<file path="config.mk">
export PLATFORM = sky130hd
export DESIGN_NAME = asm_line_encoder_unit
export DESIGN_NICKNAME = d
export VERILOG_FILES = /design/src/design/ale_pkg.sv /design/src/design/ale_front.sv /design/src/design/ale_cmd_fifo.sv /design/src/design/ale_back.sv /design/src/design/asm_line_encoder_unit.sv
export SDC_FILE = /design/constraint.sdc
export NUM_CORES = 1
export LEC_CHECK = 0
export BUFFER_PORTS_ARGS = -buffer_cell sky130_fd_sc_hd__buf_2
export CORE_ASPECT_RATIO = 0.5
export CORE_UTILIZATION = 55
export CTS_CLUSTER_SIZE = 25
export DETAILED_ROUTE_END_ITERATION = 16
export HOLD_SLACK_MARGIN = 0.03
export PLACE_DENSITY = 0.71
export SYNTH_ARGS = -nofsm -noshare
export SYNTH_HDL_FRONTEND = slang
export SYNTH_HIERARCHICAL = 1
export SYNTH_SLANG_ARGS = --single-unit
</file>
<file path="constraint.sdc">
create_clock -name aclk -period 6.93 [get_ports aclk]
set_clock_uncertainty 0.05 [all_clocks]
set_input_delay 1.0395 -clock aclk [delete_from_list [all_inputs] [get_ports aclk]]
set_output_delay 1.0395 -clock aclk [all_outputs]
set_load 0.005 [all_outputs]
</file>
<file path="src/design/ale_pkg.sv">
// ---------------------------------------------------------------------------
// ale_pkg - shared types and constants of the assembly line encoder
// Character codes, parser phases, command words between the parser and the
// result sequencer, and the mnemonic and operand-layout tables.
// ---------------------------------------------------------------------------
`timescale 1ns / 1ps
`default_nettype none
package ale_pkg;

    // result kinds on the output tuser
    localparam logic [1:0] KIND_DATA = 2'd0;
    localparam logic [1:0] KIND_ERR  = 2'd1;
    localparam logic [1:0] KIND_DONE = 2'd2;

    // input function codes
    localparam logic FUNC_CHAR = 1'b0;

    // character codes
    localparam logic [7:0] CH_LF     = 8'h0A;
    localparam logic [7:0] CH_SPACE  = 8'h20;
    localparam logic [7:0] CH_QUOTE  = 8'h22;
    localparam logic [7:0] CH_TICK   = 8'h27;
    localparam logic [7:0] CH_MINUS  = 8'h2D;
    localparam logic [7:0] CH_ZERO   = 8'h30;
    localparam logic [7:0] CH_ONE    = 8'h31;
    localparam logic [7:0] CH_NINE   = 8'h39;
    localparam logic [7:0] CH_BSLASH = 8'h5C;
    localparam logic [7:0] CH_LOW_B  = 8'h62;
    localparam logic [7:0] CH_LOW_D  = 8'h64;
    localparam logic [7:0] CH_LOW_N  = 8'h6E;
    localparam logic [7:0] CH_LOW_R  = 8'h72;

    localparam logic [15:0] REG_MAX = 16'd31;
    localparam logic [6:0]  OP_NOP  = 7'd64;

    // command queue
    localparam int FIFO_DEPTH = 4;
    localparam int FIFO_AW    = $clog2(FIFO_DEPTH);
    localparam int FIFO_CW    = $clog2(FIFO_DEPTH + 1);

    typedef enum logic [2:0] {
        PH_START,
        PH_STR,
        PH_STR_DONE,
        PH_MN1,
        PH_MN2,
        PH_SKIP,
        PH_FIELDS
    } phase_t;

    typedef enum logic [1:0] {
        ROLE_NONE,
        ROLE_REG,
        ROLE_IMM
    } role_t;

    typedef enum logic [1:0] {
        IM_REG,
        IM_DEC,
        IM_BIN,
        IM_CHAR
    } imode_t;

    typedef enum logic [2:0] {
        OPT_NONE,
        OPT_RI16,
        OPT_RRI8,
        OPT_RRR,
        OPT_II8
    } optype_t;

    typedef enum logic [1:0] {
        TAIL_NONE,
        TAIL_ERR,
        TAIL_DONE
    } tail_t;

    // one command word: data bytes first, then an optional error or done
    typedef struct packed {
        logic [2:0]      ndata;
        logic [3:0][7:0] bytes;
        tail_t           tail;
    } cmd_t;

    typedef struct packed {
        logic            err;
        logic [2:0][7:0] ob;
    } close_t;

    function automatic optype_t op_type(input logic [6:0] op);
        optype_t t;
        if (op == 7'd1) begin
            t = OPT_RI16;
        end else if (op inside {[7'd2:7'd7], [7'd16:7'd20]}) begin
            t = OPT_RRI8;
        end else if (op inside {[7'd8:7'd15]}) begin
            t = OPT_RRR;
        end else if (op == 7'd21) begin
            t = OPT_II8;
        end else begin
            t = OPT_NONE;
        end
        return t;
    endfunction

    function automatic role_t field_role(input logic [6:0] op, input logic [1:0] idx);
        role_t r;
        case (op_type(op))
            OPT_RI16: r = (idx == 2'd0) ? ROLE_REG : ((idx == 2'd1) ? ROLE_IMM : ROLE_NONE);
            OPT_RRI8: r = (idx < 2'd2) ? ROLE_REG : ROLE_IMM;
            OPT_RRR:  r = ROLE_REG;
            OPT_II8:  r = (idx < 2'd2) ? ROLE_IMM : ROLE_NONE;
            default:  r = ROLE_NONE;
        endcase
        return r;
    endfunction

    // mnemonic lookup: bit 7 set when known, low bits the opcode
    function automatic logic [7:0] classify(input logic [7:0] a, input logic [7:0] b,
                                            input logic [7:0] c);
        logic [7:0] r;
        case ({a, b, c})
            "hlt":   r = {1'b1, 7'd0};
            "lim":   r = {1'b1, 7'd1};
            "l08":   r = {1'b1, 7'd2};
            "l16":   r = {1'b1, 7'd3};
            "l32":   r = {1'b1, 7'd4};
            "s08":   r = {1'b1, 7'd5};
            "s16":   r = {1'b1, 7'd6};
            "s32":   r = {1'b1, 7'd7};
            "and":   r = {1'b1, 7'd8};
            "eth":   r = {1'b1, 7'd9};
            "xor":   r = {1'b1, 7'd10};
            "nor":   r = {1'b1, 7'd11};
            "add":   r = {1'b1, 7'd12};
            "adc":   r = {1'b1, 7'd13};
            "shl":   r = {1'b1, 7'd14};
            "shr":   r = {1'b1, 7'd15};
            "jal":   r = {1'b1, 7'd16};
            "beq":   r = {1'b1, 7'd17};
            "bne":   r = {1'b1, 7'd18};
            "blt":   r = {1'b1, 7'd19};
            "bgt":   r = {1'b1, 7'd20};
            "int":   r = {1'b1, 7'd21};
            "nop":   r = {1'b1, OP_NOP};
            default: r = 8'd0;
        endcase
        return r;
    endfunction

endpackage
`default_nettype wire

</file>
<file path="src/design/ale_front.sv">
// ---------------------------------------------------------------------------
// ale_front - character parser
// Takes one character word a cycle while the queue has room, tracks the line
// state and pushes one command word for every input that produces results.
// ---------------------------------------------------------------------------
`timescale 1ns / 1ps
`default_nettype none
module ale_front (
    input  wire logic          aclk,
    input  wire logic          aresetn,
    input  wire logic          s_tvalid,
    output logic               s_tready,
    input  wire logic [7:0]    s_tdata,   // ch
    input  wire logic          s_tuser,   // func
    input  wire logic          q_full,
    output logic               push,
    output ale_pkg::cmd_t      push_cmd
);
    import ale_pkg::*;

    logic            halted_reg, halted_next;
    phase_t          phase_reg, phase_next;
    logic [15:0]     mn_reg, mn_next;
    logic [6:0]      op_reg, op_next;
    logic [1:0]      fnum_reg, fnum_next;
    logic [1:0]      foff_reg, foff_next;
    imode_t          imode_reg, imode_next;
    logic [15:0]     acc_reg, acc_next;
    logic            neg_reg, neg_next;
    logic            lerr_reg, lerr_next;
    logic [2:0][7:0] ob_reg, ob_next;
    logic            esc_reg, esc_next;

    logic            fire;
    logic            do_finish;

    function automatic close_t close_field(input logic [6:0] op, input logic [1:0] idx,
                                           input logic [1:0] foff, input logic neg,
                                           input logic [15:0] acc,
                                           input logic [2:0][7:0] ob);
        close_t      r;
        role_t       role;
        logic [15:0] v;
        r.err = 1'b0;
        r.ob  = ob;
        role  = field_role(op, idx);
        v     = neg ? 16'(16'd0 - acc) : acc;
        if (role != ROLE_NONE && idx != 2'd3) begin
            if (foff == 2'd0 || foff == 2'd3) begin
                r.err = 1'b1;
            end else if (role == ROLE_REG) begin
                if (v > REG_MAX) r.err = 1'b1;
                else r.ob[idx] = v[7:0];
            end else if (op_type(op) == OPT_RI16) begin
                r.ob[1] = v[7:0];
                r.ob[2] = v[15:8];
            end else begin
                r.ob[idx] = v[7:0];
            end
        end
        return r;
    endfunction

    assign s_tready  = !q_full;
    assign fire      = s_tvalid && s_tready && !halted_reg;
    assign do_finish = fire && (s_tuser != FUNC_CHAR || s_tdata == CH_LF);

    // parser state update
    always_comb begin
        close_t     cf;
        role_t      role_v;
        logic       lerr_v;
        logic       err_v;
        logic [7:0] cls;

        halted_next = halted_reg;
        phase_next  = phase_reg;
        mn_next     = mn_reg;
        op_next     = op_reg;
        fnum_next   = fnum_reg;
        foff_next   = foff_reg;
        imode_next  = imode_reg;
        acc_next    = acc_reg;
        neg_next    = neg_reg;
        lerr_next   = lerr_reg;
        ob_next     = ob_reg;
        esc_next    = esc_reg;
        push        = 1'b0;
        push_cmd    = '0;
        cf          = '0;
        role_v      = ROLE_NONE;
        lerr_v      = lerr_reg;
        err_v       = 1'b0;
        cls         = 8'd0;

        if (do_finish) begin
            // line end or end of input
            case (phase_reg)
                PH_START, PH_STR_DONE: begin
                end
                PH_SKIP, PH_FIELDS: begin
                    if (!lerr_v) begin
                        cf     = close_field(op_reg, fnum_reg, foff_reg, neg_reg,
                                             acc_reg, ob_reg);
                        lerr_v = cf.err;
                        for (int k = 1; k < 3; k++) begin
                            if (k > int'(fnum_reg) &&
                                field_role(op_reg, 2'(k)) != ROLE_NONE) begin
                                lerr_v = 1'b1;
                            end
                        end
                    end
                    if (lerr_v) begin
                        err_v = 1'b1;
                    end else begin
                        push_cmd.ndata = 3'd4;
                        push_cmd.bytes = {cf.ob[2], cf.ob[1], cf.ob[0], 1'b0, op_reg};
                    end
                end
                default: err_v = 1'b1;
            endcase
            phase_next = PH_START;
            mn_next    = '0;
            op_next    = '0;
            fnum_next  = '0;
            foff_next  = '0;
            imode_next = IM_REG;
            acc_next   = '0;
            neg_next   = 1'b0;
            lerr_next  = 1'b0;
            ob_next    = '0;
            esc_next   = 1'b0;
            if (err_v) begin
                halted_next   = 1'b1;
                push_cmd.tail = TAIL_ERR;
            end else if (s_tuser != FUNC_CHAR) begin
                halted_next   = 1'b1;
                push_cmd.tail = TAIL_DONE;
            end
        end else if (fire) begin
            // ordinary character
            case (phase_reg)
                PH_START: begin
                    if (s_tdata == CH_QUOTE) begin
                        phase_next = PH_STR;
                    end else begin
                        mn_next    = {8'd0, s_tdata};
                        phase_next = PH_MN1;
                    end
                end
                PH_STR: begin
                    if (esc_reg) begin
                        esc_next       = 1'b0;
                        push_cmd.ndata = 3'd1;
                        push_cmd.bytes[0] = (s_tdata == CH_ZERO) ? 8'd0 :
                                            ((s_tdata == CH_LOW_N) ? CH_LF : s_tdata);
                    end else if (s_tdata == CH_BSLASH) begin
                        esc_next = 1'b1;
                    end else if (s_tdata == CH_QUOTE) begin
                        phase_next = PH_STR_DONE;
                    end else begin
                        push_cmd.ndata    = 3'd1;
                        push_cmd.bytes[0] = s_tdata;
                    end
                end
                PH_MN1: begin
                    mn_next    = {s_tdata, mn_reg[7:0]};
                    phase_next = PH_MN2;
                end
                PH_MN2: begin
                    cls = classify(mn_reg[7:0], mn_reg[15:8], s_tdata);
                    if (cls[7]) op_next = cls[6:0];
                    else lerr_next = 1'b1;
                    phase_next = PH_SKIP;
                end
                PH_SKIP: begin
                    phase_next = PH_FIELDS;
                    fnum_next  = '0;
                    foff_next  = '0;
                end
                PH_FIELDS: begin
                    if (!lerr_reg) begin
                        role_v = field_role(op_reg, fnum_reg);
                        if (s_tdata == CH_SPACE && foff_reg != 2'd3) begin
                            // field separator
                            cf = close_field(op_reg, fnum_reg, foff_reg, neg_reg,
                                             acc_reg, ob_reg);
                            ob_next = cf.ob;
                            if (cf.err || fnum_reg >= 2'd2) begin
                                lerr_next = 1'b1;
                            end else begin
                                fnum_next = fnum_reg + 2'd1;
                                foff_next = 2'd3;
                            end
                        end else if (foff_reg == 2'd0 || foff_reg == 2'd3) begin
                            // field prefix
                            foff_next  = 2'd1;
                            acc_next   = '0;
                            neg_next   = 1'b0;
                            imode_next = IM_REG;
                            if (role_v == ROLE_REG) begin
                                if (s_tdata != CH_LOW_R) lerr_next = 1'b1;
                            end else if (role_v == ROLE_IMM) begin
                                if (s_tdata == CH_LOW_D) imode_next = IM_DEC;
                                else if (s_tdata == CH_LOW_B) imode_next = IM_BIN;
                                else if (s_tdata == CH_TICK) imode_next = IM_CHAR;
                                else lerr_next = 1'b1;
                            end
                        end else if (role_v == ROLE_NONE) begin
                            foff_next = 2'd2;
                        end else if (imode_reg == IM_CHAR) begin
                            if (foff_reg == 2'd1) begin
                                acc_next  = {8'd0, s_tdata};
                                foff_next = 2'd2;
                            end
                        end else if (imode_reg != IM_BIN && foff_reg == 2'd1 &&
                                     s_tdata == CH_MINUS) begin
                            neg_next  = 1'b1;
                            foff_next = 2'd2;
                        end else begin
                            // digit accumulation
                            foff_next = 2'd2;
                            if (imode_reg == IM_BIN) begin
                                if (s_tdata == CH_ZERO || s_tdata == CH_ONE)
                                    acc_next = {acc_reg[14:0], s_tdata[0]};
                                else lerr_next = 1'b1;
                            end else begin
                                if (s_tdata >= CH_ZERO && s_tdata <= CH_NINE)
                                    acc_next = 16'({acc_reg, 3'd0} + {acc_reg, 1'b0}
                                                   + {8'd0, s_tdata - CH_ZERO});
                                else lerr_next = 1'b1;
                            end
                        end
                    end
                end
                default: begin
                end
            endcase
        end
        push = fire && (push_cmd.ndata != 3'd0 || push_cmd.tail != TAIL_NONE);
    end

    // state registers
    always_ff @(posedge aclk) begin
        if (!aresetn) begin
            halted_reg <= 1'b0;
            phase_reg  <= PH_START;
            mn_reg     <= '0;
            op_reg     <= '0;
            fnum_reg   <= '0;
            foff_reg   <= '0;
            imode_reg  <= IM_REG;
            acc_reg    <= '0;
            neg_reg    <= 1'b0;
            lerr_reg   <= 1'b0;
            ob_reg     <= '0;
            esc_reg    <= 1'b0;
        end else begin
            halted_reg <= halted_next;
            phase_reg  <= phase_next;
            mn_reg     <= mn_next;
            op_reg     <= op_next;
            fnum_reg   <= fnum_next;
            foff_reg   <= foff_next;
            imode_reg  <= imode_next;
            acc_reg    <= acc_next;
            neg_reg    <= neg_next;
            lerr_reg   <= lerr_next;
            ob_reg     <= ob_next;
            esc_reg    <= esc_next;
        end
    end
endmodule
`default_nettype wire

</file>
<file path="src/design/ale_cmd_fifo.sv">
// ---------------------------------------------------------------------------
// ale_cmd_fifo - command queue
// Short queue of command words between the parser and the result sequencer.
// ---------------------------------------------------------------------------
`timescale 1ns / 1ps
`default_nettype none
module ale_cmd_fifo (
    input  wire logic          aclk,
    input  wire logic          aresetn,
    input  wire logic          push,
    input  wire ale_pkg::cmd_t push_cmd,
    input  wire logic          pop,
    output logic               full,
    output logic               empty,
    output ale_pkg::cmd_t      head
);
    import ale_pkg::*;

    cmd_t                mem_reg [FIFO_DEPTH];
    logic [FIFO_AW-1:0]  wr_ptr_reg, wr_ptr_next;
    logic [FIFO_AW-1:0]  rd_ptr_reg, rd_ptr_next;
    logic [FIFO_CW-1:0]  count_reg, count_next;

    assign full  = (count_reg == FIFO_CW'(FIFO_DEPTH));
    assign empty = (count_reg == '0);
    assign head  = mem_reg[rd_ptr_reg];

    // pointer and count update
    always_comb begin
        wr_ptr_next = push ? wr_ptr_reg + 1'b1 : wr_ptr_reg;
        rd_ptr_next = pop ? rd_ptr_reg + 1'b1 : rd_ptr_reg;
        count_next  = count_reg + FIFO_CW'(push) - FIFO_CW'(pop);
    end

    always_ff @(posedge aclk) begin
        if (!aresetn) begin
            wr_ptr_reg <= '0;
            rd_ptr_reg <= '0;
            count_reg  <= '0;
        end else begin
            wr_ptr_reg <= wr_ptr_next;
            rd_ptr_reg <= rd_ptr_next;
            count_reg  <= count_next;
        end
    end

    // storage
    always_ff @(posedge aclk) begin
        if (push) begin
            mem_reg[wr_ptr_reg] <= push_cmd;
        end
    end
endmodule
`default_nettype wire

</file>
<file path="src/design/ale_back.sv">
// ---------------------------------------------------------------------------
// ale_back - result sequencer
// Expands the command word at the head of the queue into output words,
// one per cycle while m_tready is high; marks the last word of each command.
// ---------------------------------------------------------------------------
`timescale 1ns / 1ps
`default_nettype none
module ale_back (
    input  wire logic          aclk,
    input  wire logic          aresetn,
    input  wire logic          empty,
    input  wire ale_pkg::cmd_t head,
    output logic               pop,
    output logic               m_tvalid,
    input  wire logic          m_tready,
    output logic [7:0]         m_tdata,   // out_byte
    output logic [1:0]         m_tuser,   // kind
    output logic               m_tlast    // last_in_run
);
    import ale_pkg::*;

    logic [2:0] idx_reg, idx_next;
    logic [2:0] total;
    logic       fire;

    assign m_tvalid = !empty;
    assign fire     = m_tvalid && m_tready;
    assign total    = head.ndata + 3'((head.tail != TAIL_NONE) ? 1 : 0);
    assign m_tlast  = (idx_reg == total - 3'd1);
    assign pop      = fire && m_tlast;

    // word select
    always_comb begin
        m_tdata = 8'd0;
        if (idx_reg < head.ndata) begin
            m_tdata = head.bytes[idx_reg[1:0]];
            m_tuser = KIND_DATA;
        end else begin
            case (head.tail)
                TAIL_ERR:  m_tuser = KIND_ERR;
                TAIL_DONE: m_tuser = KIND_DONE;
                default:   m_tuser = KIND_DATA;
            endcase
        end
    end

    always_comb begin
        idx_next = idx_reg;
        if (pop) idx_next = 3'd0;
        else if (fire) idx_next = idx_reg + 3'd1;
    end

    always_ff @(posedge aclk) begin
        if (!aresetn) begin
            idx_reg <= 3'd0;
        end else begin
            idx_reg <= idx_next;
        end
    end
endmodule
`default_nettype wire

</file>
<file path="src/design/asm_line_encoder_unit.sv">
// ---------------------------------------------------------------------------
// asm_line_encoder_unit - assembly text to machine byte encoder
// Parses text one character a word and emits string bytes, four-byte
// instructions, an error word or a done word.
// ---------------------------------------------------------------------------
// channel  dir  tdata          tuser        tlast
// s_       in   ch [7:0]       func         -
// m_       out  out_byte [7:0] kind [1:0]   last_in_run
//
// One character word is taken each cycle while the command queue has room.
// The sequencer sends one output word per cycle while m_tready is high; a
// completed instruction gives four output words, then done at end of input.
// The four-entry command queue lets the parser run ahead during those bursts.
// Reset is synchronous and active low; it clears the parser and the queue.
// Output stalls back up through the queue to s_tready only when it is full.
// ---------------------------------------------------------------------------
`timescale 1ns / 1ps
`default_nettype none
module asm_line_encoder_unit (
    input  wire logic       aclk,
    input  wire logic       aresetn,
    input  wire logic       s_tvalid,
    output logic            s_tready,
    input  wire logic [7:0] s_tdata,   // ch
    input  wire logic       s_tuser,   // func
    output logic            m_tvalid,
    input  wire logic       m_tready,
    output logic [7:0]      m_tdata,   // out_byte
    output logic [1:0]      m_tuser,   // kind
    output logic            m_tlast    // last_in_run
);
    import ale_pkg::*;

    logic push;
    logic pop;
    logic full;
    logic empty;
    cmd_t push_cmd;
    cmd_t head;

    // parser
    ale_front u_front (
        .aclk     (aclk),
        .aresetn  (aresetn),
        .s_tvalid (s_tvalid),
        .s_tready (s_tready),
        .s_tdata  (s_tdata),
        .s_tuser  (s_tuser),
        .q_full   (full),
        .push     (push),
        .push_cmd (push_cmd)
    );

    // command queue
    ale_cmd_fifo u_fifo (
        .aclk     (aclk),
        .aresetn  (aresetn),
        .push     (push),
        .push_cmd (push_cmd),
        .pop      (pop),
        .full     (full),
        .empty    (empty),
        .head     (head)
    );

    // result sequencer
    ale_back u_back (
        .aclk     (aclk),
        .aresetn  (aresetn),
        .empty    (empty),
        .head     (head),
        .pop      (pop),
        .m_tvalid (m_tvalid),
        .m_tready (m_tready),
        .m_tdata  (m_tdata),
        .m_tuser  (m_tuser),
        .m_tlast  (m_tlast)
    );
endmodule
`default_nettype wire
</file>
# --- Yosys cells after proc, flatten, opt, wreduce, memory -nomap -nowiden ---
# Memories as Yosys holds them, arrays and structs flattened. A register that Yosys moved wholly into a read port is not among the register bits.
# Index checks and enable logic that the tools add are counted.
totals:
  reg_bits: 86
  latch_bits: 0
  ramBits: 148
  rom_bits: 0
  output_inout_bits: 13
  word_cells: 393
  mem_count: 1
memory_table:
  columns: ["name", "depth", "width", "rd", "rd_clocked_by_memory_dff", "wr", "line", "rtl"]
  rows:
  - ["u_fifo.mem_reg", 4, 37, 1, 1, 1, "ale_cmd_fifo.sv:19", "cmd_t mem_reg [FIFO_DEPTH];"]
op_classes:
  addsub: 12
  mul: 0
  n_div: 0
  n_lt_le_gt_ge: 17
  n_eq_ne: 91
  shifts: 0
  muxes: 182
  bitwise_logic: 5
  reduce_logical: 66
ops:
  columns: ["cell", "count"]
  rows:
  - ["== test 24 x 23 -> 1 bit (second input constant)", 23]
  - ["2-to-1 mux 16 bit", 12]
  - ["one-hot mux 8 bit (23 select lines)", 1]
  - ["2-to-1 mux 25 bit", 7]
  - ["2-to-1 mux 24 bit", 7]
  - ["2-to-1 mux 8 bit", 16]
  - ["2-to-1 mux 3 bit", 37]
  - ["2-to-1 mux 2 bit", 44]
  - ["2-to-1 mux 35 bit", 2]
  - ["== test 8 x 6 -> 1 bit (second input constant)", 6]
  - ["2-to-1 mux 1 bit", 41]
  - ["== test 8 x 7 -> 1 bit (second input constant)", 4]
  - ["one-hot mux 16 bit (2 select lines)", 1]
  - ["bitwise mux 24 bit", 1]
  - ["== test 3 x 2 -> 1 bit (second input constant)", 8]
  - ["one-hot mux 2 bit (4 select lines)", 3]
  - ["nonzero test 2 bit", 12]
  - ["== test 3 bit (second input constant)", 7]
  - ["one-hot mux 2 bit (2 select lines)", 5]
  - ["AND reduction 5 bit", 4]
  - ["== test 3 x 1 -> 1 bit (second input constant)", 6]
  - ["logical AND 1 bit", 18]
  - ["inequality test 2 bit (second input constant)", 9]
  - ["adder 16 bit", 1]
  - ["59 further kinds", 98]

# --- Longest topological paths before layout ---
# Gate-level depths: netlist (run 1).
logic_depth:
  word_depth: 41
  mapped_depth: 15
  ltp_nobuf: 14

# --- Modules after synthesis ---
# Netlist (run 1), hierarchy kept.
by_module_without_submodules:
  columns: ["module", "n_inst", "cells_per_inst", "area_each_um2", "seq_area_each_um2"]
  rows:
  - ["ale_front", 1, 904, 6680.2, 1501.4]
  - ["ale_cmd_fifo", 1, 236, 5838.1, 4624.4]
  - ["ale_back", 1, 56, 580.6, 60.1]

# --- Least setup slack after synthesis (run 1) ---
# Ideal clock, no wire load.
synth_timing:
  path_type: "reg2reg"
  start: "register u_front.acc_reg[0]"
  end: "memory u_fifo/mem_reg[0][0] (netlist name) (enable)"
  setup_time_ps: 398
  t_arrival_ps: 4124
  required_time_ps: 6482
  slack_ps: 2358
  path_stages_with_launch: 13
  path_buffers: 1
  synth_period_minus_slack_ps: 4572
  path_cell_list: "dfxtp_1 -> clkbuf_1 -> inv_1 -> ha_1 -> nor4b_1 -> nand4_1 -> and3_1 -> o31a_1 -> a31oi_4 -> o21ai_2 -> and2_1 -> o31ai_1 -> and2_1"
synth_via:
  elab_chain_cells: 22
  elab_cells_between_ends: 26
  cone_classes: "add/sub (1); order compare (1); mux (20); reduce/logical (4)"
synth_rtl:
  columns: ["item", "line", "rtl"]
  rows:
  - ["start, declared", "ale_front.sv:28", "logic [15:0] acc_reg, acc_next;"]
  - ["start signal, assigned", "ale_front.sv:266", "acc_reg <= acc_next;"]
  - ["subtractor 1 x 16 -> 16 bit", "ale_front.sv:47", "v = neg ? 16'(16'd0 - acc) : acc;"]
  - ["2-to-1 mux 16 bit (*)", "ale_front.sv:47", null]
  - ["> comparator 16 x 5 -> 1 bit (*)", "ale_front.sv:52", "if (v > REG_MAX) r.err = 1'b1;"]
  - ["2-to-1 mux 1 bit (*)", "ale_front.sv:52", null]
  - ["2-to-1 mux 1 bit (*)", "ale_front.sv:51", "end else if (role == ROLE_REG) begin"]
  - ["2-to-1 mux 1 bit (*)", "ale_front.sv:49", "if (foff == 2'd0 || foff == 2'd3) begin"]
  - ["2-to-1 mux 25 bit (*)", "ale_front.sv:48", "if (role != ROLE_NONE && idx != 2'd3) begin"]
  - ["2-to-1 mux 1 bit (*) (2 in series)", "ale_front.sv:107", "if (k > int'(fnum_reg) &&"]
  - ["(+6 left out)", null, null]
  - ["2-to-1 mux 2 bit", "ale_front.sv:133", "if (err_v) begin"]
  - ["2-to-1 mux 2 bit", "ale_front.sv:96", "if (do_finish) begin"]
  - ["nonzero test 2 bit", "ale_front.sv:240", "push = fire && (push_cmd.ndata != 3'd0 || push_cmd.tail != TAIL_NONE);"]
  - ["logical OR 1 bit (*)", "ale_front.sv:240", null]
  - ["logical AND 1 bit (*)", "ale_front.sv:240", null]
  - ["named net push", "asm_line_encoder_unit.sv:34", "logic push;"]
  - ["2-to-1 mux 1 bit (*)", "ale_cmd_fifo.sv:49", "if (push) begin"]
  - ["2-to-1 mux 1 bit (not written as such) (*)", "ale_cmd_fifo.sv:50", "mem_reg[wr_ptr_reg] <= push_cmd;"]
  - ["end, declared", "ale_cmd_fifo.sv:19", null]
# Mark *: on every way through the listed nets, which the timed path passes. The rest lies on a longest branch. The select of a mux whose other input is x is not followed.

# --- Final worst setup path (run 1) ---
layout_timing:
  start: "register u_front.acc_reg[0]"
  end: "memory u_fifo/mem_reg[1][18] (netlist name) (enable)"
# The elaborated chain is that of the path after synthesis.

==> impl_results.md, run 1 <==
- Status: finished, violations left
- Failing checks: design-rule violations
- Initial antenna violation count: 1
- Post-synth EDFFs: approximately 150
- Worst setup margin: between 1.5 and 2 ns
- Layout cells sized above 1: 0.113
- Antenna Nets Post-Route: 0
- Die Wd: about 220 um
- Drt pass-1 iters: 12
- DR vias: about 10000
- Top cells by area in the synthesized netlist: edfxtp_1 34%, dfxtp_1 13%, mux4_2 6.4%
- Root buf cell: clkbuf_16
- Post-synthesis mux area share: 0.0934
- CTS buffer count: 22
- Final #Nets: around 1200
- Adder-cell share of the synthesized area: 0.0544
- Max incr delay on CP: between 0.9 and 1 ns
- Area leader, netlist: edfxtp_1
- Worst Max-Slew Pin Slew: roughly 1.2 ns
- Fin cells: 1500
- CTS max path bufs: 3
- Share of the synthesized area in the top cell type: 0.339
- Global-route wire length before repair: approximately 53000 um
- DP Area: approximately 0.013 mm^2
- Max-cap viol count: 0
- Number of flip-flops in the largest register: between 100 and 150
- CP Data Required Time: around 7 ns
- Hold Vio Cnt, Final: 0
- Cells after Synth: ~1200
- Top Ports: 26
- CTS sink count: about 240
- Via/cell ratio: between 6 and 7
- Prevailing post-synth register cell: edfxtp_1
- Die area: 0.0245 mm^2
- Seq/Total Area, Yosys: 0.472
- Worst-Skew Late Latency: about 0.53 ns
- PwrDens: ~250 mW/mm^2
- Final HPWL DP: approximately 23000 um
- Rel. slew slack: 0.182
- Min Tclk post-route: roughly 5.2 ns
- Fmax: 0.191 GHz
- Critical-path maximum fanout: 37
- # resized after CTS: 0
- H-tree lvl count: 1
- Synth Area in Compound Gates: 0.144
- Diode count: 0
- Warnings from Yosys: 6
- Final WL: 33500 um
- Mapped cell area: between 0.01 and 0.015 mm^2
- DRC violations left: 1
- Setup Fix Bufs, Post-CTS: 0
- Setup_tns: 0 ns
- Iter 0 DRT Violations: about 1100
- Clock Pin Slew Worst Setup and Hold Paths: ~0.07 ns
- Share of flip-flops with an asynchronous set or reset: 0
- Synthesized flop and latch total: roughly 240
- Worst path slowest cell: and2_2
- Critical Path End Type: flip-flop
- Largest net degree at the start of global routing: 53
- Core ar.: about 0.023 mm^2
- Final-report setup violation count: 0
- Initial Utilization: 0.568
- M2 GR Usage: 0.418
- Final period utilization: 0.756
- Core Rows: 39
- CTS tree: built
- Post-synth top cells: 148 x edfxtp_1, 105 x nor2_1, 91 x nand2_1
- VDD IR max: between 0.2 and 0.25 mV
- Hold/Removal Path Class: flip-flop to flip-flop
- Largest family of logic cells by synthesized area: simple AND/OR/NAND/NOR gates
- RSZ-0062 raised after global routing: no
- Cts hold-fix bufs: 0
- GRT overflow: 0
- Met1 usage: 0.423
- Port bufs: 25
- Synth Area in XOR/XNOR: 0.0276
- Setup CP Type: flip-flop to flip-flop
- GPL Wtd Cong: between 0.9 and 1
- Leak: ~0.0047 uW
- Most common cell in the netlist: edfxtp_1
- Grt met3 use: 0.0431
- Post-Synth Simple-Gate Area: 0.166
- Placed insts: roughly 1500
- Area Growth Syn to Fin: 6.99%
- Cell Chain, Critical Path: inv_1 > ha_1 > nor4b_1 > nand4_1 > and3_1 > o31a_1 > a31oi_4 > o21ai_2 > and2_1 > o31ai_1 > and2_2
- Mean routed wirelength per cell: around 22 um
- Slew Limit Fails: 0
- Most Used Layer, Global Route: met1
- Vias in the first global route: 9309
- Dpl ws: 1.86 ns
- Syn nets: approximately 1300
- Total GRT Usage: 0.278
- Count of cell types in the netlist: 90
- Crit path launch type: flip-flop
- CP arrival: ~5.3 ns
- Finished Cell Area: roughly 0.014 mm^2
- Die H: about 110 um
- Syn_area_per_cell: approximately 11 um^2
==> worst max-delay path, delay by kind of cell, from the launching register on <==
kind / cells / cell delay, ns
compound gates: 4 / 1.54
fa+ha+maj: 1 / 0.24
buf+inv: 1 / 0.16
flops: 1 / 0.47
simple gates: 5 / 2.37
==> placed cells by master, fill, tap and decap left out, types with 25 or more instances in the layout <==
| cell type | Yosys | final |
|---|---|---|
| ha_1 | 45 | 45 |
| nand3_1 | 39 | 39 |
| nor2_1 | 105 | 105 |
| dfxtp_1 | 87 | 86 |
| buf_2 | 8 | 25 |
| o21ai_0 | 35 | 35 |
| mux4_2 | 37 | 37 |
| a21oi_1 | 69 | 69 |
| nor3_1 | 28 | 28 |
| edfxtp_1 | 148 | 148 |
| nand2_1 | 91 | 91 |
| inv_1 | 49 | 49 |
==> cell families (layout without fill, tap and decap cells) <==
| logic type | count (synthesis) | after routing |
|---|---|---|
| and+or+nand+nor | 420 | 420 |
| xor gates and xnor gates | 37 | 37 |
| muxes | 63 | 63 |
| DFF | 235 | 235 |
| adders and majority gates | 53 | 53 |
| other | 1 | 1 |
| AOI/OAI and AO/OA | 267 | 267 |
| buffers and inverters | 120 | 117 |
==> where the power goes <==
group / internal (uW) / switching [uW]
Combinational: 242 / 311
Sequential: 1590 / 74.0
Clock: 702 / 548
Total: 2530 / 933
==> metrics by stage <==
step / total power, uW / utilization / hold slack [ns]
2_1_floorplan: 2080 / - / 0.382
3_5_place_dp: 2240 / 0.575 / 0.396
6_report: 3470 / 0.607 / 0.418
3_3_place_gp: 2220 / 0.575 / 0.394
5_1_grt: 3600 / 0.607 / 0.433
4_1_cts: 3490 / 0.607 / 0.418
==> path summary, 6_finish.rpt <==
check / start / end / slack [ns] / cells past startpoint
setup / recovery: u_front/acc_reg[0] / u_fifo/mem_reg[1][18] / 1.69 / 11
setup reg to reg: u_front/acc_reg[0] / u_fifo/mem_reg[1][18] / 1.69 / 11
hold reg to reg: u_front/ob_reg[3] / u_front/ob_reg[3] / 0.42 / 1
hold / removal: u_front/ob_reg[3] / u_front/ob_reg[3] / 0.42 / 1
==> final cells by class <==
type | count | area (um^2)
inverter | 49 | 184
timing repair buffer | 28 | 148
multi-input combinational | 841 | 6370
tap | 307 | 384
clock inverter | 17 | 184
sequential | 235 | 6190
fill | 1833 | 9070
clock buffer | 23 | 554
==> layer usage <==
layer | share of wire | routed length (um) | vias up
met3 | 0.069 | 2300 | 43
li1 | - | - | 4529
met5 | 0 | 0 | -
met4 | 0.015 | 507 | 0
met2 | 0.45 | 15000 | 385
met1 | 0.47 | 15700 | 4883
No activity file was read; power rests on OpenSTA's default activity.
==> run 2: changes to the inputs <==
--- a/config.mk
+++ b/config.mk
@@ -5,13 +5,14 @@
 export SDC_FILE = /design/constraint.sdc
 export NUM_CORES = 1
 export LEC_CHECK = 0
+export ABC_AREA = 1
 export BUFFER_PORTS_ARGS = -buffer_cell sky130_fd_sc_hd__buf_2
 export CORE_ASPECT_RATIO = 0.5
 export CORE_UTILIZATION = 55
 export CTS_CLUSTER_SIZE = 25
 export DETAILED_ROUTE_END_ITERATION = 16
 export HOLD_SLACK_MARGIN = 0.03
-export PLACE_DENSITY = 0.71
+export PLACE_DENSITY = 0.74
 export SYNTH_ARGS = -nofsm -noshare
 export SYNTH_HDL_FRONTEND = slang
 export SYNTH_HIERARCHICAL = 1
==> constraint.sdc (replaced) <==
create_clock -name aclk -period 4.46 [get_ports aclk]
set_clock_uncertainty 0.05 [all_clocks]
set_input_delay 0.669 -clock aclk [delete_from_list [all_inputs] [get_ports aclk]]
set_output_delay 0.669 -clock aclk [all_outputs]
set_load 0.005 [all_outputs]
==> impl_results.md, run 2 <==
- Area Growth Syn to Fin: 7.59%
- Syn nets: around 1900
- Cells after Synth: 1852
- Core ar.: between 0.02 and 0.03 mm^2
- Dominant delay contributor by cell family on the critical path: buffers and inverters
- Grt met3 use: 0.0530
- Worst Max-Slew Pin Slew: around 0.86 ns
- Setup CP Type: flip-flop to output port
- Hold/Removal Path Class: input pin to flip-flop
- Met1 usage: 0.399
- Rel. slew slack: 0.423
- Syn_area_per_cell: ~7.7 um^2
- Cell Chain, Critical Path: buf_4 > o21ai_0 > nand2_1 > inv_1 > ha_1 > a21oi_1 > nand2_2 > a21oi_1 > buf_2
- Cts hold-fix bufs: 0
- Initial Utilization: 0.564
- Final WL: roughly 36000 um
- Crit path launch type: flip-flop
- Die H: around 120 um
- CTS max path bufs: 3
- Post-synth top cells: 372 x nand2_1, 268 x inv_1, 179 x nor2_1
- Top Ports: 26
- Net Switching: 1620 uW
- CP Data Required Time: ~3.7 ns
- CTS tree: built
- Fillers: 2232
- Int Pwr: 3970 uW
- Prevailing post-synth register cell: edfxtp_1
- VDD IR max: 0.290 mV
- CP bufs+invs: 3
- Hold Vio Cnt, Final: 0
- CTS buffer count: 23
- FF-to-FF Start: u_front/acc_reg[0]
- Setup Fix Bufs, Post-CTS: 0
- Drt pass-1 iters: 6
- Via/cell ratio: around 5.7
- Number of flip-flops in the largest register: approximately 150
- Root buf cell: clkbuf_16
- Iter 0 DRT Violations: 1410
- Vias in the first global route: around 11000
- Final period utilization: 0.831
- Max-cap viol count: 0
- Final HPWL DP: between 20000 and 30000 um
- RSZ-0062 raised after global routing: no
- H-tree lvl count: 1
- Antenna Nets Post-Route: 0
- Combinational power share: 0.165
- GRT overflow: 0
- Most Used Layer, Global Route: met2
- Share of flip-flops with an asynchronous set or reset: 0
- Core Rows: 41
- Diode count: 0
- Die Wd: between 200 and 250 um
- Fmax: 0.270 GHz
- Worst hold start: aresetn
- Critical-path maximum fanout: between 60 and 70
- M2 GR Usage: 0.426
- Initial antenna violation count: 0
- Clock Pin Slew Worst Setup and Hold Paths: 0.07 ns
- Seq/Total Area, Yosys: 0.432
- Post-synth EDFFs: 148
- CP arrival: 2.99 ns
- Warnings from Yosys: 6
- R2r setup slk: ~0.91 ns
- Status: finished clean
- Die area: about 0.027 mm^2
- GPL Wtd Cong: approximately 0.95
- Most common cell in the netlist: nand2_1
- Setup_tns: 0 ns
- Critical Path End Type: output port
- Dpl ws: roughly 0.75 ns
- Commonest cells after routing, fill and taps aside: 371 x nand2_1, 268 x inv_1, 179 x nor2_1, 155 x o21ai_0, 153 x a21oi_1
- Mapped cell area: between 0.01 and 0.015 mm^2
- Reg power frac: 0.458
- DRC violations left: 0
- DR vias: 12500
- Layout cells sized above 1: 0.0804
- Area leader, netlist: edfxtp_1
- Min Tclk post-route: between 3 and 4 ns
- Final-report setup violation count: 0
- PwrDens: about 360 mW/mm^2
- Worst path slowest cell: buf_4
- Worst-Skew Late Latency: about 0.56 ns
- Largest net degree at the start of global routing: between 60 and 70
- Clk pwr share: 0.378
- Global-route wire length before repair: slightly below 60000 um
- Mean routed wirelength per cell: about 16 um
- Count of cell types in the netlist: 62
- Worst setup margin: ~0.76 ns
- Top cells by area in the synthesized netlist: edfxtp_1 31%, dfxtp_1 12%, nand2_1 9.7%
- Switch share: 0.290
- Max incr delay on CP: ~0.53 ns
- Final #Nets: around 1900
- Slew Limit Fails: 0
- Commonest non-fill, non-tap cell in the layout: nand2_1
- Share of the synthesized area in the top cell type: 0.310
- Leak: about 0.0064 uW
- Synthesized flop and latch total: ~240
- Port bufs: 25
- Total GRT Usage: 0.271
- # resized after CTS: 0
- Cell with the most instances on the worst path: a21oi_1
- CTS sink count: ~240
[run 2: final timing paths]
kind,cells past startpoint,to
setup / recovery,9,m_tdata[0]
setup reg to reg,19,u_fifo/mem_reg[1][33]
hold reg to reg,2,u_front/ob_reg[22]
hold / removal,3,u_fifo/count_reg[2]
[run 2: tightest hold or removal path, delay by kind of cell]
| family | cells | cell delay (ns) |
|---|---|---|
| and+or+nand+nor | 2 | 0.11 |
| buffers and inverters | 1 | 0.17 |
[run 2: area by class of cell]
| cell class | instances | area, um^2 | area share |
|---|---|---|---|
| Inverter | 290 | 1100 | 0.0711 |
| Clock inverter | 16 | 211 | 0.0137 |
| Sequential cell | 235 | 6190 | 0.402 |
| Timing Repair Buffer | 48 | 298 | 0.0193 |
| Tap cell | 344 | 430 | 0.0279 |
| Clock buffer | 26 | 597 | 0.0387 |
| Multi-Input combinational cell | 1250 | 6590 | 0.428 |
[run 2: cell families (layout without fill, tap and decap cells)]
logic type,Yosys count,count (layout),synth area share
and+or+nand+nor,738,738,0.223
buffers and inverters,367,380,0.108
xor gates and xnor gates,14,14,0.00856
AOI/OAI and AO/OA,445,445,0.179
DFF,235,235,0.432
adders and majority gates,52,52,0.0491
other,1,1,0.000262
[run 2: routing by layer]
layer,part of all wire,up-vias
li1,-,6208
met1,0.47,5770
met2,0.43,511
met3,0.089,41
met4,0.0095,0
met5,0,-
[run 2: power by group through the flow]
| stage | registers, uW | clock network (uW) | logic [uW] |
|---|---|---|---|
| 2_1_floorplan | 2570 | 0 | 666 |
| 3_3_place_gp | 2600 | 0 | 898 |
| 3_5_place_dp | 2610 | 0 | 910 |
| 4_1_cts | 2560 | 2140 | 915 |
| 5_1_grt | 2580 | 2240 | 1040 |
| 6_report | 2560 | 2110 | 920 |
[run 2: through the flow]
stage | cell area, um^2 | hold slack, ns | cells | power [uW] | utilization
after floorplan | 14300 | 0.386 | 1852 | 3230 | -
after global placement | 14600 | 0.395 | 2167 | 3500 | 0.575
after detailed placement | 14600 | 0.406 | 2167 | 3520 | 0.575
after CTS | 15400 | 0.377 | 2209 | 5620 | 0.607
after global routing | 15400 | 0.396 | 2209 | 5860 | 0.607
final | 15400 | 0.392 | 2209 | 5590 | 0.607
==> run 3: changes to the inputs <==
--- a/config.mk
+++ b/config.mk
@@ -5,7 +5,7 @@
 export SDC_FILE = /design/constraint.sdc
 export NUM_CORES = 1
 export LEC_CHECK = 0
-export ABC_AREA = 1
+export ABC_AREA = 0
 export BUFFER_PORTS_ARGS = -buffer_cell sky130_fd_sc_hd__buf_2
 export CORE_ASPECT_RATIO = 0.5
 export CORE_UTILIZATION = 55
==> constraint.sdc (replaced) <==
create_clock -name aclk -period 3.4 [get_ports aclk]
set_clock_uncertainty 0.05 [all_clocks]
set_input_delay 0.51 -clock aclk [delete_from_list [all_inputs] [get_ports aclk]]
set_output_delay 0.51 -clock aclk [all_outputs]
set_load 0.005 [all_outputs]
==> impl_results.md, run 3 (same netlist as run 1, synthesis figures left out) <==
- Initial antenna violation count: 2
- Global-route wire length before repair: roughly 55000 um
- Final HPWL DP: approximately 26000 um
- Combinational power share: 0.197
- Total GRT Usage: 0.289
- Number of flip-flops in the largest register: ~150
- CP arrival: between 3 and 4 ns
- Area of the multi-input gates: between 0.006 and 0.007 mm^2
- DP Area: about 0.014 mm^2
- Rel. slew slack: 0.467
- Min Tclk post-route: 3.42 ns
- Status: finished, violations left
- Vias in the first global route: ~9800
- Die area: between 0.02 and 0.025 mm^2
- Net Switching: just under 2000 uW
- Dpl ws: -0.229 ns
- Core ar.: ~0.023 mm^2
- Area Growth Syn to Fin: 16.8%
- Hold path depth: 3
- Worst setup path start: u_front/acc_reg[0]
- RSZ-0062 raised after global routing: yes
- Mean routed wirelength per cell: 21.3 um
- Critical-path maximum fanout: 3
- Crit path launch type: flip-flop
- Grt met3 use: 0.0491
- Port bufs: 25
- GPL Wtd Cong: approximately 0.95
- R2r setup slk: -0.02 ns
- Setup_tns: -0.0245 ns
- Int Pwr: 5130 uW
- Die Wd: approximately 220 um
- Clock Pin Slew Worst Setup and Hold Paths: approximately 0.060 ns
- Root buf cell: clkbuf_16
- Hold/Removal Path Class: input pin to flip-flop
- CP Data Required Time: 3.82 ns
- CTS max path bufs: 3
- Leak: between 0.005 and 0.006 uW
- Antenna Nets Post-Route: 0
- Final WL: ~35000 um
- Met1 usage: 0.438
- Most Used Layer, Global Route: met2
- Largest net degree at the start of global routing: 28
- FF-to-FF Start: u_front/acc_reg[0]
- Hold Vio Cnt, Final: 0
- Initial Utilization: 0.568
- DR vias: between 10000 and 15000
- DRC violations left: 2
- R2R Path End: u_fifo/count_reg[1]
- Iter 0 DRT Violations: slightly below 1000
- Final period utilization: 1.01
- PwrDens: roughly 460 mW/mm^2
- H-tree lvl count: 1
- Slew Limit Fails: 0
- Final-report setup violation count: 2
- Layout cells sized above 1: 0.228
- Placed insts: 1584
- Worst Max-Slew Pin Slew: approximately 0.80 ns
- Max-cap viol count: 0
- Fmax: a little under 0.3 GHz
- Commonest non-fill, non-tap cell in the layout: edfxtp_1
- Fin cells: around 1600
- Drt pass-1 iters: 13
- Cts hold-fix bufs: 0
- Switch share: 0.273
- Top Ports: 26
- GRT overflow: 0
- Worst setup path end: u_fifo/count_reg[1]
- VDD IR max: around 0.25 mV
- CTS buffer count: 22
- Finished Cell Area: 0.0153 mm^2
- Commonest cells after routing, fill and taps aside: 148 x edfxtp_1, 120 x buf_4, 96 x nor2_1, 91 x nand2_1, 83 x dfxtp_1
- Fillers: around 1700
- Setup CP Type: flip-flop to flip-flop
- Clk pwr share: 0.328
- Total power: 7050 uW
- Reg power frac: 0.474
- Failing checks: design-rule violations, negative setup slack
- Final #Nets: 1375
- Via/cell ratio: 6.36
- M2 GR Usage: 0.441
- Worst setup margin: -0.0203 ns
- CTS sink count: about 240
- Core Rows: 39
- CTS tree: built
- Register Area: between 0.006 and 0.007 mm^2
- Worst-Skew Late Latency: roughly 0.53 ns
- Worst R2R Path Depth: 14
- Die H: about 110 um
- Critical Path End Type: flip-flop
[run 3: cell types whose count changed in the layout (fill, tap and decap cells not counted), sizes merged, moves of 24 or more]
| cell | change |
|---|---|
| mux4 | +45 |
| o211ai | -47 |
| buf | +113 |
| nor2 | -81 |
| nand3 | -62 |
| o21ai | -130 |
| nor2b | +24 |
| a21oi | -88 |
| inv | -245 |
| nand2 | -286 |
[run 3: area by class of cell]
cell class              instances  share of cell area
flip-flops and latches        235               0.405
diodes                          1            0.000164
clock inverters                 9             0.00442
well taps                     307              0.0251
clock buffers                  31              0.0388
inverters                      49              0.0127
multi-input cells             841               0.428
repair buffers                161              0.0857
[run 3: critical path, cell delays in order, from the launching register on]
cell,delay [ns]
dfxtp_2,0.34
inv_4,0.06
ha_4,0.12
or4b_4,0.46
buf_6,0.14
o31ai_2,0.17
a21oi_1,0.10
o221a_2,0.27
a31oi_4,0.23
o21ai_4,0.11
a221oi_4,0.33
o31ai_4,0.14
ha_2,0.20
fa_2,0.51
and2_4,0.13
[run 3: how the worst min path moves through the flow]
stage | startpoint | endpoint | slack, ns
final | m_tready | u_back/idx_reg[1] | 0.23
after global routing | m_tready | u_back/idx_reg[1] | 0.24
after CTS | m_tready | u_back/idx_reg[1] | 0.21
after detailed placement | u_front/ob_reg[7] | u_front/ob_reg[7] | 0.40
after global placement | u_front/ob_reg[6] | u_front/ob_reg[6] | 0.39
after floorplan | u_front/ob_reg[0] | u_front/ob_reg[0] | 0.38
[run 3: power groups by stage]
stage                     clock network [uW]  logic (uW)  registers (uW)
after floorplan                            0         912            3350
after global placement                     0        1310            3380
after detailed placement                   0        1350            3400
after CTS                               2350        1370            3340
after global routing                    2470        1510            3360
final                                   2310        1390            3340
[run 3: repair_timing]
action,4_1_cts,5_1_grt
hold endpoints to repair,0,0
resized for setup,15,28
buffers inserted,1,8
endpoints found under the setup margin,185,200
pin swaps,8,12
cloned,0,0
[run 3: metal layers]
metal  routed length [um]  up-vias
li1                     -     4801
met1                15900     5111
met2                15700      447
met3                 2760       35
met4                  408        0
met5                    0        -
[run 3: through the flow]
step	util	hold slack [ns]
after CTS	0.655	0.214
after global placement	0.624	0.394
final	0.663	0.229
after detailed placement	0.624	0.396
after floorplan	-	0.382
after global routing	0.663	0.241
